[config.mk]
export PLATFORM = sky130hd
export DESIGN_NAME = word_capitalization_classifier
export DESIGN_NICKNAME = d
export VERILOG_FILES = /design/src/rtl/wcc_pkg.sv /design/src/rtl/wcc_classify.sv /design/src/rtl/wcc_word_track.sv /design/src/rtl/word_capitalization_classifier.sv
export VERILOG_INCLUDE_DIRS = /design/src /design/src/rtl
export SDC_FILE = /design/constraint.sdc
export NUM_CORES = 1
export LEC_CHECK = 0
export BUFFER_PORTS_ARGS = -buffer_cell sky130_fd_sc_hd__buf_2
export CORE_ASPECT_RATIO = 1.75
export CORE_MARGIN = 5
export CORE_UTILIZATION = 54
export CTS_CLUSTER_DIAMETER = 100
export CTS_CLUSTER_SIZE = 25
export DETAILED_ROUTE_END_ITERATION = 10
export GPL_TIMING_DRIVEN = 0
export PLACE_DENSITY = 0.8
export RECOVER_POWER = 50
export SYNTH_ARGS = -nofsm -noshare
export SYNTH_HDL_FRONTEND = slang
export SYNTH_HIERARCHICAL = 1
export SYNTH_SLANG_ARGS = --single-unit
[constraint.sdc]
create_clock -name clk -period 6.15 [get_ports clk]
set_clock_uncertainty 0.2 [all_clocks]
set_input_delay 1.23 -clock clk [delete_from_list [all_inputs] [get_ports clk]]
set_output_delay 1.23 -clock clk [all_outputs]
set_load 0.05 [all_outputs]
[src/rtl/word_capitalization_classifier_defines.svh]
// Assertion macros used by the classifier RTL.
// Each check is sampled on the rising edge of clk and held off during reset.
`ifndef WORD_CAPITALIZATION_CLASSIFIER_DEFINES_SVH
`define WORD_CAPITALIZATION_CLASSIFIER_DEFINES_SVH

`ifndef SYNTHESIS

`define WCC_CHECK(lbl, prop) \
  lbl: assert property (@(posedge clk) disable iff (!rst_n) prop) \
    else $error("word capitalization classifier check failed");

`define WCC_CHECK_OUT(lbl, prop) \
  lbl: assert property (@(posedge clk) disable iff (!rst_n) prop) \
    else $error("word capitalization classifier result check failed");

`else

`define WCC_CHECK(lbl, prop)

`define WCC_CHECK_OUT(lbl, prop)

`endif

`endif

[src/rtl/wcc_pkg.sv]
package wcc_pkg;

  // Parts that may be counted before the word reports overflow
  localparam int unsigned MAX_PARTS  = 16;
  // Parts that can pack a code into the 32-bit scheme word
  localparam int unsigned PACK_LIMIT = (MAX_PARTS < 16) ? MAX_PARTS : 16;

  localparam int unsigned LEN_W   = 10;
  localparam int unsigned PARTS_W = 5;

  localparam logic [PARTS_W-1:0] PARTS_SAT      = 5'd30;
  localparam logic [LEN_W-1:0]   LEN_SAT        = 10'h3FF;
  localparam logic [31:0]        SCHEME_INVALID = 32'h0000_00FF;
  localparam logic [LEN_W-1:0]   MAX_LENGTH_RST = 10'd32;

  // Configuration register map
  localparam logic REG_MAX_LENGTH = 1'b0;

  typedef enum logic [1:0] {
    CL_CAP = 2'd0,
    CL_LOW = 2'd1,
    CL_DLM = 2'd2,
    CL_BAD = 2'd3
  } cls_t;

  typedef enum logic [2:0] {
    PS_UNDEF = 3'd0,
    PS_LOWER = 3'd1,
    PS_TITLE = 3'd2,
    PS_UPPER = 3'd3,
    PS_CAP1  = 3'd4,
    PS_ERROR = 3'd5
  } pst_t;

  typedef enum logic [1:0] {
    SC_LOWER = 2'd0,
    SC_TITLE = 2'd1,
    SC_UPPER = 2'd2
  } scode_t;

  typedef struct packed {
    cls_t       cls;
    logic       is_zero;
    logic [7:0] lower;
  } cinfo_t;

  typedef struct packed {
    logic [7:0]         char_out;
    logic               done_res;
    logic [LEN_W-1:0]   word_length;
    logic [PARTS_W-1:0] part_count;
    logic [31:0]        scheme_bits;
    logic               word_valid;
    logic               overflow;
  } res_t;

  // Capitalization machine of one part
  function automatic pst_t next_part_state(input pst_t s, input cls_t c);
    pst_t n;
    n = PS_ERROR;
    unique case (s)
      PS_UNDEF: begin
        unique case (c)
          CL_CAP:  n = PS_CAP1;
          CL_LOW:  n = PS_LOWER;
          default: n = PS_ERROR;
        endcase
      end
      PS_LOWER: begin
        unique case (c)
          CL_LOW, CL_DLM: n = PS_LOWER;
          default:        n = PS_ERROR;
        endcase
      end
      PS_TITLE: begin
        unique case (c)
          CL_LOW, CL_DLM: n = PS_TITLE;
          default:        n = PS_ERROR;
        endcase
      end
      PS_UPPER: begin
        unique case (c)
          CL_CAP, CL_DLM: n = PS_UPPER;
          default:        n = PS_ERROR;
        endcase
      end
      PS_CAP1: begin
        unique case (c)
          CL_CAP, CL_DLM: n = PS_UPPER;
          CL_LOW:         n = PS_TITLE;
          default:        n = PS_ERROR;
        endcase
      end
      default: n = PS_ERROR;
    endcase
    return n;
  endfunction

  // Code packed for a closed part
  function automatic scode_t scheme_code(input pst_t s);
    scode_t r;
    r = SC_LOWER;
    unique case (s)
      PS_TITLE: r = SC_TITLE;
      PS_UPPER: r = SC_UPPER;
      default:  r = SC_LOWER;
    endcase
    return r;
  endfunction

endpackage

[src/rtl/wcc_classify.sv]
module wcc_classify (
  input  logic            [7:0] char_in,
  output wcc_pkg::cinfo_t       info
);
  import wcc_pkg::*;

  // Sort the byte into its class and fold capitals to lowercase
  always_comb begin
    info.is_zero = (char_in == 8'h00);
    priority if (char_in == 8'h00 || char_in == 8'h27 || char_in == 8'h2D) begin
      info.cls = CL_DLM;
    end else if (char_in == 8'h2C || char_in == 8'hB8 || char_in >= 8'hE0) begin
      info.cls = CL_LOW;
    end else if (char_in == 8'hA8 || char_in >= 8'hC0) begin
      info.cls = CL_CAP;
    end else begin
      info.cls = CL_BAD;
    end

    priority if (char_in[7:5] == 3'b110) begin
      info.lower = char_in | 8'h20;
    end else if (char_in == 8'hA8) begin
      info.lower = 8'hB8;
    end else begin
      info.lower = char_in;
    end
  end

endmodule

[src/rtl/wcc_word_track.sv]
`include "word_capitalization_classifier_defines.svh"

module wcc_word_track (
  input  logic                        clk,
  input  logic                        rst_n,
  input  logic                        upd,
  input  wcc_pkg::cinfo_t             info,
  input  logic                        last,
  input  logic [wcc_pkg::LEN_W-1:0]   max_length,
  output wcc_pkg::res_t               res
);
  import wcc_pkg::*;

  pst_t               ps_r, ps_nxt;
  logic [PARTS_W-1:0] parts_r, parts_nxt;
  logic [31:0]        acc_r, acc_nxt;
  logic               valid_r, valid_nxt;
  logic [LEN_W-1:0]   len_r, len_nxt;
  logic               ovf_r, ovf_nxt;

  logic [LEN_W-1:0]   len_inc;
  logic [PARTS_W-1:0] parts_upd;
  logic [31:0]        acc_upd;
  logic               valid_upd;
  logic [LEN_W-1:0]   len_upd;
  logic               ovf_upd;
  pst_t               ps_upd;
  pst_t               walk_st;
  pst_t               close_src;
  pst_t               close_st;
  logic               close_part;
  logic               is_delim;
  logic               done;

  // Walk the part machine and fold the byte into the word summary
  always_comb begin
    len_inc    = (len_r == LEN_SAT) ? len_r : len_r + 1'b1;
    walk_st    = next_part_state(ps_r, info.cls);
    is_delim   = (info.cls == CL_DLM) && !info.is_zero;
    done       = info.is_zero || last;
    ps_upd     = ps_r;
    parts_upd  = parts_r;
    acc_upd    = acc_r;
    valid_upd  = valid_r;
    len_upd    = len_r;
    ovf_upd    = ovf_r;
    close_part = 1'b0;
    close_src  = ps_r;

    priority if (info.is_zero) begin
      close_part = (ps_r != PS_UNDEF);
    end else if (is_delim) begin
      close_part = 1'b1;
      len_upd    = len_inc;
    end else begin
      close_part = last;
      close_src  = walk_st;
      ps_upd     = walk_st;
      len_upd    = len_inc;
    end

    close_st = next_part_state(close_src, CL_DLM);

    // Close the part: flag a bad part, else pack its code while the scheme word has room
    if (close_part) begin
      ps_upd = PS_UNDEF;
      if (close_st == PS_ERROR || close_st == PS_UNDEF) begin
        valid_upd = 1'b0;
      end else if (parts_r < PARTS_W'(PACK_LIMIT)) begin
        acc_upd = acc_r | (32'(scheme_code(close_st)) << {parts_r[3:0], 1'b0});
      end
    end

    // Count the delimiter, saturating at PARTS_SAT, and flag overflow past MAX_PARTS parts
    if (is_delim) begin
      if (({1'b0, parts_r} + 6'd2) > 6'(MAX_PARTS)) begin
        ovf_upd = 1'b1;
      end
      if (parts_r < PARTS_SAT) begin
        parts_upd = parts_r + 1'b1;
      end
    end
  end

  // Build the result
  always_comb begin
    res             = '0;
    res.char_out    = info.lower;
    res.done_res    = done;
    if (done) begin
      res.word_length = len_upd;
      res.part_count  = parts_upd + 1'b1;
      res.scheme_bits = valid_upd ? acc_upd : SCHEME_INVALID;
      res.word_valid  = valid_upd;
      res.overflow    = ovf_upd || (len_upd >= max_length);
    end
  end

  // Commit the update on each accepted byte; start a new word after the last byte
  always_comb begin
    ps_nxt    = ps_r;
    parts_nxt = parts_r;
    acc_nxt   = acc_r;
    valid_nxt = valid_r;
    len_nxt   = len_r;
    ovf_nxt   = ovf_r;
    if (upd) begin
      if (done) begin
        ps_nxt    = PS_UNDEF;
        parts_nxt = '0;
        acc_nxt   = '0;
        valid_nxt = 1'b1;
        len_nxt   = '0;
        ovf_nxt   = 1'b0;
      end else begin
        ps_nxt    = ps_upd;
        parts_nxt = parts_upd;
        acc_nxt   = acc_upd;
        valid_nxt = valid_upd;
        len_nxt   = len_upd;
        ovf_nxt   = ovf_upd;
      end
    end
  end

  always_ff @(posedge clk) begin
    if (!rst_n) begin
      ps_r    <= PS_UNDEF;
      parts_r <= '0;
      acc_r   <= '0;
      valid_r <= 1'b1;
      len_r   <= '0;
      ovf_r   <= 1'b0;
    end else begin
      ps_r    <= ps_nxt;
      parts_r <= parts_nxt;
      acc_r   <= acc_nxt;
      valid_r <= valid_nxt;
      len_r   <= len_nxt;
      ovf_r   <= ovf_nxt;
    end
  end

  `WCC_CHECK(a_clear_after_word, upd && done |=> len_r == '0 && parts_r == '0 && valid_r && !ovf_r)
  `WCC_CHECK(a_parts_saturate, parts_r <= PARTS_SAT)
  `WCC_CHECK(a_ovf_needs_parts, ovf_r |-> ({1'b0, parts_r} + 6'd1) >= 6'(MAX_PARTS))

endmodule

[src/rtl/word_capitalization_classifier.sv]
// Word capitalization classifier.
// Input channel (in_valid/in_ready): one byte of a single-byte Cyrillic word per
// request, in_last marking the final byte; a zero byte also ends the word.
// Result channel (out_valid/out_ready): one result per input byte, carrying the
// lowercased byte, and on the word's final byte the summary: length, part
// count, packed scheme (2 bits per part, 0xFF for an invalid word), valid flag
// and overflow flag. On other bytes the summary fields read zero.
// Configuration: APB-style port, register 0 at byte address 0 is max_length
// (10 bits, reset 32). Write it only while the block is idle.
// A request accepted on the input channel passes the input register, then the
// result register, before it shows on the result port.
// Throughput: one byte per cycle unless the receiver stalls; the byte classifier
// and the part machine are one short combinational step between both registers.
// Reset clears the word state and the valid flags of both register stages, and restores max_length.
// When the receiver stalls, the result register holds, the input register
// fills, and in_ready drops until out_ready returns.
module word_capitalization_classifier (
  input  logic                              clk,
  input  logic                              rst_n,
  input  logic                              in_valid,
  output logic                              in_ready,
  input  logic [7:0]                        in_char_in,
  input  logic                              in_last,
  output logic                              out_valid,
  input  logic                              out_ready,
  output logic [7:0]                        out_char_out,
  output logic                              out_done_res,
  output logic [wcc_pkg::LEN_W-1:0]         out_word_length,
  output logic [wcc_pkg::PARTS_W-1:0]       out_part_count,
  output logic [31:0]                       out_scheme_bits,
  output logic                              out_word_valid,
  output logic                              out_overflow,
  input  logic                              psel,
  input  logic                              penable,
  input  logic                              pwrite,
  input  logic [2:0]                        paddr,
  input  logic [31:0]                       pwdata,
  output logic [31:0]                       prdata,
  output logic                              pready
);
  import wcc_pkg::*;

  logic             s1_valid_r;
  logic [7:0]       s1_char_r;
  logic             s1_last_r;
  logic             out_valid_r;
  res_t             out_r;
  logic [LEN_W-1:0] max_length_r;
  logic             advance;
  logic             upd;
  cinfo_t           info;
  res_t             res;

  // Configuration register
  assign pready = 1'b1;
  assign prdata = (paddr[2] == REG_MAX_LENGTH) ? 32'(max_length_r) : '0;

  always_ff @(posedge clk) begin
    if (!rst_n) begin
      max_length_r <= MAX_LENGTH_RST;
    end else if (psel && penable && pwrite && pready && paddr[2] == REG_MAX_LENGTH) begin
      max_length_r <= pwdata[LEN_W-1:0];
    end
  end

  // Advance when the result register is free or being drained
  assign advance  = !out_valid_r || out_ready;
  assign in_ready = !s1_valid_r || advance;
  assign upd      = advance && s1_valid_r;

  // Input register
  always_ff @(posedge clk) begin
    if (!rst_n) begin
      s1_valid_r <= 1'b0;
    end else if (in_ready) begin
      s1_valid_r <= in_valid;
    end
  end

  always_ff @(posedge clk) begin
    if (in_ready && in_valid) begin
      s1_char_r <= in_char_in;
      s1_last_r <= in_last;
    end
  end

  wcc_classify u_classify (
    .char_in (s1_char_r),
    .info    (info)
  );

  wcc_word_track u_word_track (
    .clk        (clk),
    .rst_n      (rst_n),
    .upd        (upd),
    .info       (info),
    .last       (s1_last_r),
    .max_length (max_length_r),
    .res        (res)
  );

  // Result register
  always_ff @(posedge clk) begin
    if (!rst_n) begin
      out_valid_r <= 1'b0;
    end else if (advance) begin
      out_valid_r <= s1_valid_r;
    end
  end

  always_ff @(posedge clk) begin
    if (upd) begin
      out_r <= res;
    end
  end

  assign out_valid       = out_valid_r;
  assign out_char_out    = out_r.char_out;
  assign out_done_res    = out_r.done_res;
  assign out_word_length = out_r.word_length;
  assign out_part_count  = out_r.part_count;
  assign out_scheme_bits = out_r.scheme_bits;
  assign out_word_valid  = out_r.word_valid;
  assign out_overflow    = out_r.overflow;

endmodule
==> out/qor.yml, run 1 <==
hold_path:
  min_to: "u_word_track/acc_r[25]"
  min_path_cells: 2
  min_path_type: "reg -> reg"
  hold_path_startpoint: "u_word_track/acc_r[25]"
critical_path:
  regToRegStartpoint: "s1_char_r[0]"
  crit_chain: "buf_2 -> nor2b_1 -> nor2b_1 -> clkbuf_1 -> clkinv_1 -> o21ai_1 -> clkbuf_1 -> nor2_1"
  arrival_ns: 4.69
  crit_buf_inv: 4
  ff2ff_setup_slack_ns: 1.84
  critPathMaxFanout: 21
  r2r_cells: 14
  cp.required_ns: 6.22
  end_kind: "flip-flop"
  critPathMaxStageDelay_ns: 1.35
  critPathKind: "in -> reg"
  r2r-end: "out_scheme_bits[15]"
  slowest_stage: "nor2b_1"
  crit_family: "simple AND/OR/NAND/NOR gates"
  cp-start-kind: "input pin"
finish:
  area_delta_synth_final_pct: 20.3
  layout_commonest_cell: "nor2_1"
  antenna_cells: 0
  final_area_sq_um: 7560
  nFillCells: 942
  instances_no_fill: 933
  drive_gt1_share_pct: 17.9
  final_util_pct: 65.7
  layout_common_cells: "98 x nor2_1, 77 x a21oi_1, 68 x clkbuf_1"
  final_nets: 854
synthesis:
  synth_cell_types: 59
  yosys_warnings: 6
  synth_cells: 648
  synthFlopType: "edfxtp_1"
  synth_compound_area_share_pct: 13.3
  ys_seq_area_share_pct: 52.4
  synth_top_family_by_area: "simple AND/OR/NAND/NOR gates"
  synth_top_area_share_pct: 32.0
  synthMuxAreaShare_pct: 2.59
  synth_edf_count: 67
  synth_adder_area_share_pct: 3.58
  synth_simple_gate_area_share_pct: 18.4
  synth.avg_cell_area_sq_um: 9.70
  synth_area_sq_um: 6290
  synthTopCellsByArea: "edfxtp_1 32%, dfxtp_1 20%, a21oi_1 6.1%"
  synthXorXnorAreaFrac_pct: 1.53
  ys_ff_latch: 131
  async_flop_share_pct: 0
  synth_top_area_cell: "edfxtp_1"
clocking:
  insertion_delay_ns: 0.41
  clk_path_buf_depth: 2
  cts_htree_levels: 4
  clk_pin_slew_worst_paths_ns: 0.06
  holdBufCountCts: 0
  cts_resized: 0
  cts_tree: "yes"
  cts_buffers: 17
  clock_sinks: 131
  cts_setup_buffers: 0
  cts-root-buf: "clkbuf_16"
grt:
  grt_antenna_before_repair: 0
  grt_max_degree: 40
  grt_pass1_vias: 5103
  grt_overflow: 0
  track_usage_pct: 20.8
  grt_first_pass_wirelength_um: 23200
floorplanning:
  pin_count: 144
  start_util_pct: 54.6
  fp.dieW_um: 91.6
  dieArea_sq_um: 14000
  rows: 52
  core_sq_um: 11500
  die_h_um: 153
detailed_routing:
  wire_per_inst_um: 15.9
  drt_pass1_iterations: 5
  routed_wl_um: 14800
  drc: 0
  postRouteAntennaNets: 0
  drtIter0Drc: 208
  vias: 5145
  viasPerCell: 5.51
sta:
  max_freq_ghz: 0.217
  setup_viol: 0
  finalHoldViolations: 0
  tightest_slew_ns: 2.06
  final.min_clock_period_ns: 4.62
  min_period_over_period_pct: 75.1
  maxSlewViolCount: 62
  rsz0062_at_grt: "false"
  slew_headroom_pct: -37.2
  holdWs_ns: 0.268
flow_run:
  drv_cap: 2
place:
  port_buffers: 96
  placed_cells: 901
  place_hpwl_um: 11100
  placed_cell_area_sq_um: 7040
  place.gp.congestion: 0.933
pwr:
  power_mw: 2.23
  vdd.ir_drop.worst_mv: 0.199
  p_leak_nw: 2.94
  p_per_area_nw_per_um2: 295
status:
  violations: "max-capacitance violations, max-slew violations"
  outcome: "finished, violations left"
==> where the power goes <==
| group | internal [mW] | switching (mW) |
|---|---|---|
| logic | 0.0610 | 0.197 |
| registers | 0.947 | 0.0108 |
| clock network | 0.644 | 0.369 |
| total | 1.65 | 0.576 |
==> cell families after synthesis <==
family,count (synthesis)
compound gates,138
xor+xnor,11
buf+inv,97
fa+ha+maj,18
simple gates,235
other cells,2
mux,16
flops,131
==> per-stage QoR <==
stage | setup TNS [ns] | setup slack (ns)
after floorplan | 0 | 0.706
after global placement | -39.08 | -0.957
after CTS | 0 | 1.83
after detailed placement | 0 | 1.89
final | 0 | 1.53
after global routing | 0 | 1.31
==> Yosys cell counts, drive strengths merged, types with 3 or more instances <==
library cell  number
a22oi              7
ha                18
xor2               4
nor2b             31
o22ai              3
nand2b             5
and4               3
xnor2              7
and3               3
a21oi             77
inv               27
buf               44
and2               8
nor3b              5
mux2i             14
nor3              11
a31oi             13
nor4               3
nor2              99
clkbuf            25
nand3b             4
a41oi              3
a21boi             3
o21bai             3
dfxtp             64
edfxtp            67
nand3             11
nand4              5
nand2             40
o21ai             14
==> area by class of cell <==
cell class	count	area, sq um	share of cell area, %
Clock buffer	18	439	5.81
Buffer	69	392	5.18
Clock inverter	14	163	2.15
Timing Repair Buffer	97	437	5.78
Tap cell	135	169	2.23
Sequential cell	131	3290	43.6
Inverter	28	105	1.39
Multi-Input combinational cell	441	2560	33.9
==> worst min-delay path, stage by stage, from the launching register on <==
cell and delay (ns):
dfxtp_1 0.32, a21oi_1 0.04, nor2_1 0.07
==> state kept, by name, summed over array words and instances, names as in the netlist, 8 cells and up <==
name / count
out_scheme_bits: 32
u_word_track/acc_r: 32
max_length_r: 10
out_word_length: 10
u_word_track/len_r: 10
out_char_out: 8
s1_char_r: 8
==> worst max-delay path by stage <==
stage / from / endpoint / cells past startpoint
after global placement: out_ready / u_word_track/acc_r[12] / 8
final: out_ready / u_word_track/acc_r[6] / 8
after floorplan: out_ready / u_word_track/acc_r[10] / 7
after detailed placement: s1_char_r[0] / out_scheme_bits[13] / 14
after global routing: out_ready / out_word_length[3] / 4
after CTS: s1_char_r[0] / out_scheme_bits[15] / 14
==> layer usage <==
metal	part of all wire, %	track usage (%)	wire length [um]	vias up
li1	-	-	-	2483
met1	35	18.7	5210	2422
met2	56	40.7	8300	188
met3	4.4	4.64	650	52
met4	4.4	11.8	655	0
met5	0	0	0	-
(Power assumes the default switching activity.)
==> run 2, diff against run 1 <==
--- a/config.mk
+++ b/config.mk
@@ -6,15 +6,16 @@
 export SDC_FILE = /design/constraint.sdc
 export NUM_CORES = 1
 export LEC_CHECK = 0
+export ABC_AREA = 1
 export BUFFER_PORTS_ARGS = -buffer_cell sky130_fd_sc_hd__buf_2
 export CORE_ASPECT_RATIO = 1.75
 export CORE_MARGIN = 5
-export CORE_UTILIZATION = 54
+export CORE_UTILIZATION = 50
 export CTS_CLUSTER_DIAMETER = 100
 export CTS_CLUSTER_SIZE = 25
 export DETAILED_ROUTE_END_ITERATION = 10
 export GPL_TIMING_DRIVEN = 0
-export PLACE_DENSITY = 0.8
+export PLACE_DENSITY = 0.77
 export RECOVER_POWER = 50
 export SYNTH_ARGS = -nofsm -noshare
 export SYNTH_HDL_FRONTEND = slang
==> constraint.sdc (replaced) <==
create_clock -name clk -period 4.1 [get_ports clk]
set_clock_uncertainty 0.2 [all_clocks]
set_input_delay 0.82 -clock clk [delete_from_list [all_inputs] [get_ports clk]]
set_output_delay 0.82 -clock clk [all_outputs]
set_load 0.05 [all_outputs]
==> out/qor.yml, run 2 <==
critical_path:
  cp-start-kind: "flip-flop"
  cp.required_ns: 4.06
  critPathMaxStageDelay_ns: 0.44
  arrival_ns: 3.58
  critPathKind: "reg -> reg"
  r2r-end: "out_scheme_bits[31]"
  critPathMaxFanout: 6
  end_kind: "flip-flop"
  r2r_cells: 21
  slowest_stage: "edfxtp_1"
  crit_chain: "inv_1 -> nand2_2 -> nor2_4 -> nand2_2 -> nand3_2 -> nor2_2 -> nor2_2 -> inv_1 -> ha_1 -> nor2_2 -> inv_1 -> nor2_1 -> nand2_1 -> nand2_2 -> inv_1 -> nand3_1 -> nand4_1 -> nand2_1 -> inv_2 -> a21oi_1 -> nor2_2"
  ff2ff_setup_slack_ns: 0.48
  regToRegStartpoint: "s1_char_r[1]"
sta:
  setup_viol: 0
  finalHoldViolations: 0
  min_period_over_period_pct: 88.3
  max_freq_ghz: 0.276
  tightest_slew_ns: 1.66
  rsz0062_at_grt: "false"
  slew_headroom_pct: -10.6
  final.min_clock_period_ns: 3.62
  setup-tns-final_ns: 0
  maxSlewViolCount: 33
synthesis:
  synth_area_sq_um: 6790
  yosys.cell_count.top_type: "nor2_1"
  synthFlopType: "edfxtp_1"
  synth_top_area_share_pct: 29.6
  synth_cells: 869
  yosys_warnings: 6
  async_flop_share_pct: 0
  synth_cell_types: 41
  synthTopCellsByCount: "168 x nor2_1, 151 x inv_1, 113 x nand2_1"
  synth_edf_count: 67
  synth_top_area_cell: "edfxtp_1"
  synth.avg_cell_area_sq_um: 7.82
  synthTopCellsByArea: "edfxtp_1 30%, dfxtp_1 19%, nor2_1 9.3%"
  ys_seq_area_share_pct: 48.5
  ys_ff_latch: 131
detailed_routing:
  vias: 5732
  drtIter0Drc: 398
  viasPerCell: 4.80
  wire_per_inst_um: 12.9
  drc: 0
  routed_wl_um: 15300
  drt_pass1_iterations: 7
  postRouteAntennaNets: 0
finish:
  drive_gt1_share_pct: 16.8
  final_nets: 1076
  layout_commonest_cell: "nor2_1"
  area_delta_synth_final_pct: 19.8
  layout_common_cells: "168 x nor2_1, 151 x inv_1, 113 x nand2_1"
  antenna_cells: 0
clocking:
  holdBufCountCts: 0
  cts_tree: "yes"
  cts_setup_buffers: 0
  cts_htree_levels: 4
  cts_resized: 0
  clk_path_buf_depth: 2
  clock_sinks: 131
  clk_pin_slew_worst_paths_ns: 0.06
  cts-root-buf: "clkbuf_16"
  insertion_delay_ns: 0.42
  cts_buffers: 17
grt:
  grt_first_pass_wirelength_um: 25100
  grt_antenna_before_repair: 0
  grt_max_degree: 33
  grt_pass1_vias: 5536
  track_usage_pct: 19.5
  grt_overflow: 0
hold_path:
  min_path_type: "reg -> reg"
  min_to: "u_word_track/len_r[7]"
  hold_path_startpoint: "u_word_track/len_r[7]"
  min_path_cells: 2
place:
  place.gp.congestion: 0.891
  port_buffers: 96
  place_hpwl_um: 11500
floorplanning:
  dieArea_sq_um: 16100
  core_sq_um: 13400
  pin_count: 144
  fp.dieW_um: 98.1
  die_h_um: 164
  start_util_pct: 50.8
  rows: 56
pwr:
  power_mw: 3.42
  p_leak_nw: 3.52
  vdd.ir_drop.worst_mv: 0.298
  p_per_area_nw_per_um2: 420
status:
  violations: "max-capacitance violations, max-slew violations"
  outcome: "finished, violations left"
flow_run:
  drv_cap: 1
run 2: cell count changes after synthesis, moves of 8 or more:
| cell | previous run | this run |
|---|---|---|
| nor2_1 | 98 | 168 |
| mux2i_1 | 14 | 0 |
| nor2b_1 | 31 | 0 |
| nor2_2 | 1 | 14 |
| and2_1 | 8 | 0 |
| inv_2 | 0 | 10 |
| a31oi_1 | 13 | 1 |
| nand3_1 | 11 | 39 |
| nand2_1 | 39 | 113 |
| a21oi_1 | 77 | 50 |
| inv_1 | 27 | 151 |
| o21ai_0 | 11 | 52 |
| nand2_2 | 1 | 9 |
run 2: metrics by stage:
| stage | hold slack, ns | cells | setup WS (ns) | instance area (sq um) | utilization (%) |
|---|---|---|---|---|---|
| 6_report | 0.273 | 1194 | 0.480 | 8140 | 60.8 |
| 2_1_floorplan | 0.245 | 890 | 0.548 | 6880 | - |
| 3_3_place_gp | 0.254 | 1160 | -0.562 | 7580 | 56.7 |
| 3_5_place_dp | 0.260 | 1162 | 0.496 | 7620 | 57.0 |
| 4_1_cts | 0.269 | 1194 | 0.495 | 8220 | 61.4 |
| 5_1_grt | 0.292 | 1194 | 0.256 | 8140 | 60.8 |
run 2: metal layers:
metal | up-vias | track usage (%) | wire [um]
li1 | 2938 | - | -
met1 | 2571 | 18.8 | 5440
met2 | 186 | 38.0 | 8470
met3 | 37 | 4.04 | 881
met4 | 0 | 10.1 | 554
met5 | - | 0 | 0
run 2: critical path, delay by kind of cell, from the launching register on:
kind / cells / cell delay, ns
AND/OR/NAND/NOR: 14 / 1.56
buffers and inverters: 5 / 0.47
flip-flops: 1 / 0.44
AO/OA/AOI/OAI: 1 / 0.40
adder cells (fa/ha/maj): 1 / 0.29
run 2: final cells by class:
| cell class | instances | area [sq um] |
|---|---|---|
| flip-flops and latches | 131 | 3290 |
| well taps | 174 | 218 |
| clock inverters | 13 | 163 |
| plain buffers | 62 | 379 |
| multi-input cells | 534 | 2590 |
| inverters | 163 | 614 |
| fillers | 1214 | 5240 |
| clock buffers | 19 | 433 |
| repair buffers | 98 | 455 |
run 2: worst max path at each step:
stage	from	endpoint	slack, ns	cells past startpoint
after floorplan	out_ready	u_word_track/parts_r[3]	0.55	9
after global placement	out_ready	u_word_track/parts_r[2]	-0.56	10
after detailed placement	out_ready	u_word_track/acc_r[10]	0.50	11
after CTS	s1_char_r[1]	out_scheme_bits[31]	0.49	21
after global routing	s1_char_r[7]	out_scheme_bits[31]	0.26	21
final	s1_char_r[1]	out_scheme_bits[31]	0.48	21
run 2: cells by family after synthesis:
group | share of synthesized area [%]
simple gates | 23.7
buf+inv | 14.6
flops | 48.5
compound gates | 8.90
fa+ha+maj | 3.31
xor+xnor | 0.902
other cells | 0.111
run 2: report_power, final:
group | internal (mW) | total [mW] | switching, mW
Clock | 0.955 | 1.51 | 0.557
Sequential | 1.42 | 1.44 | 0.0156
Combinational | 0.116 | 0.469 | 0.354
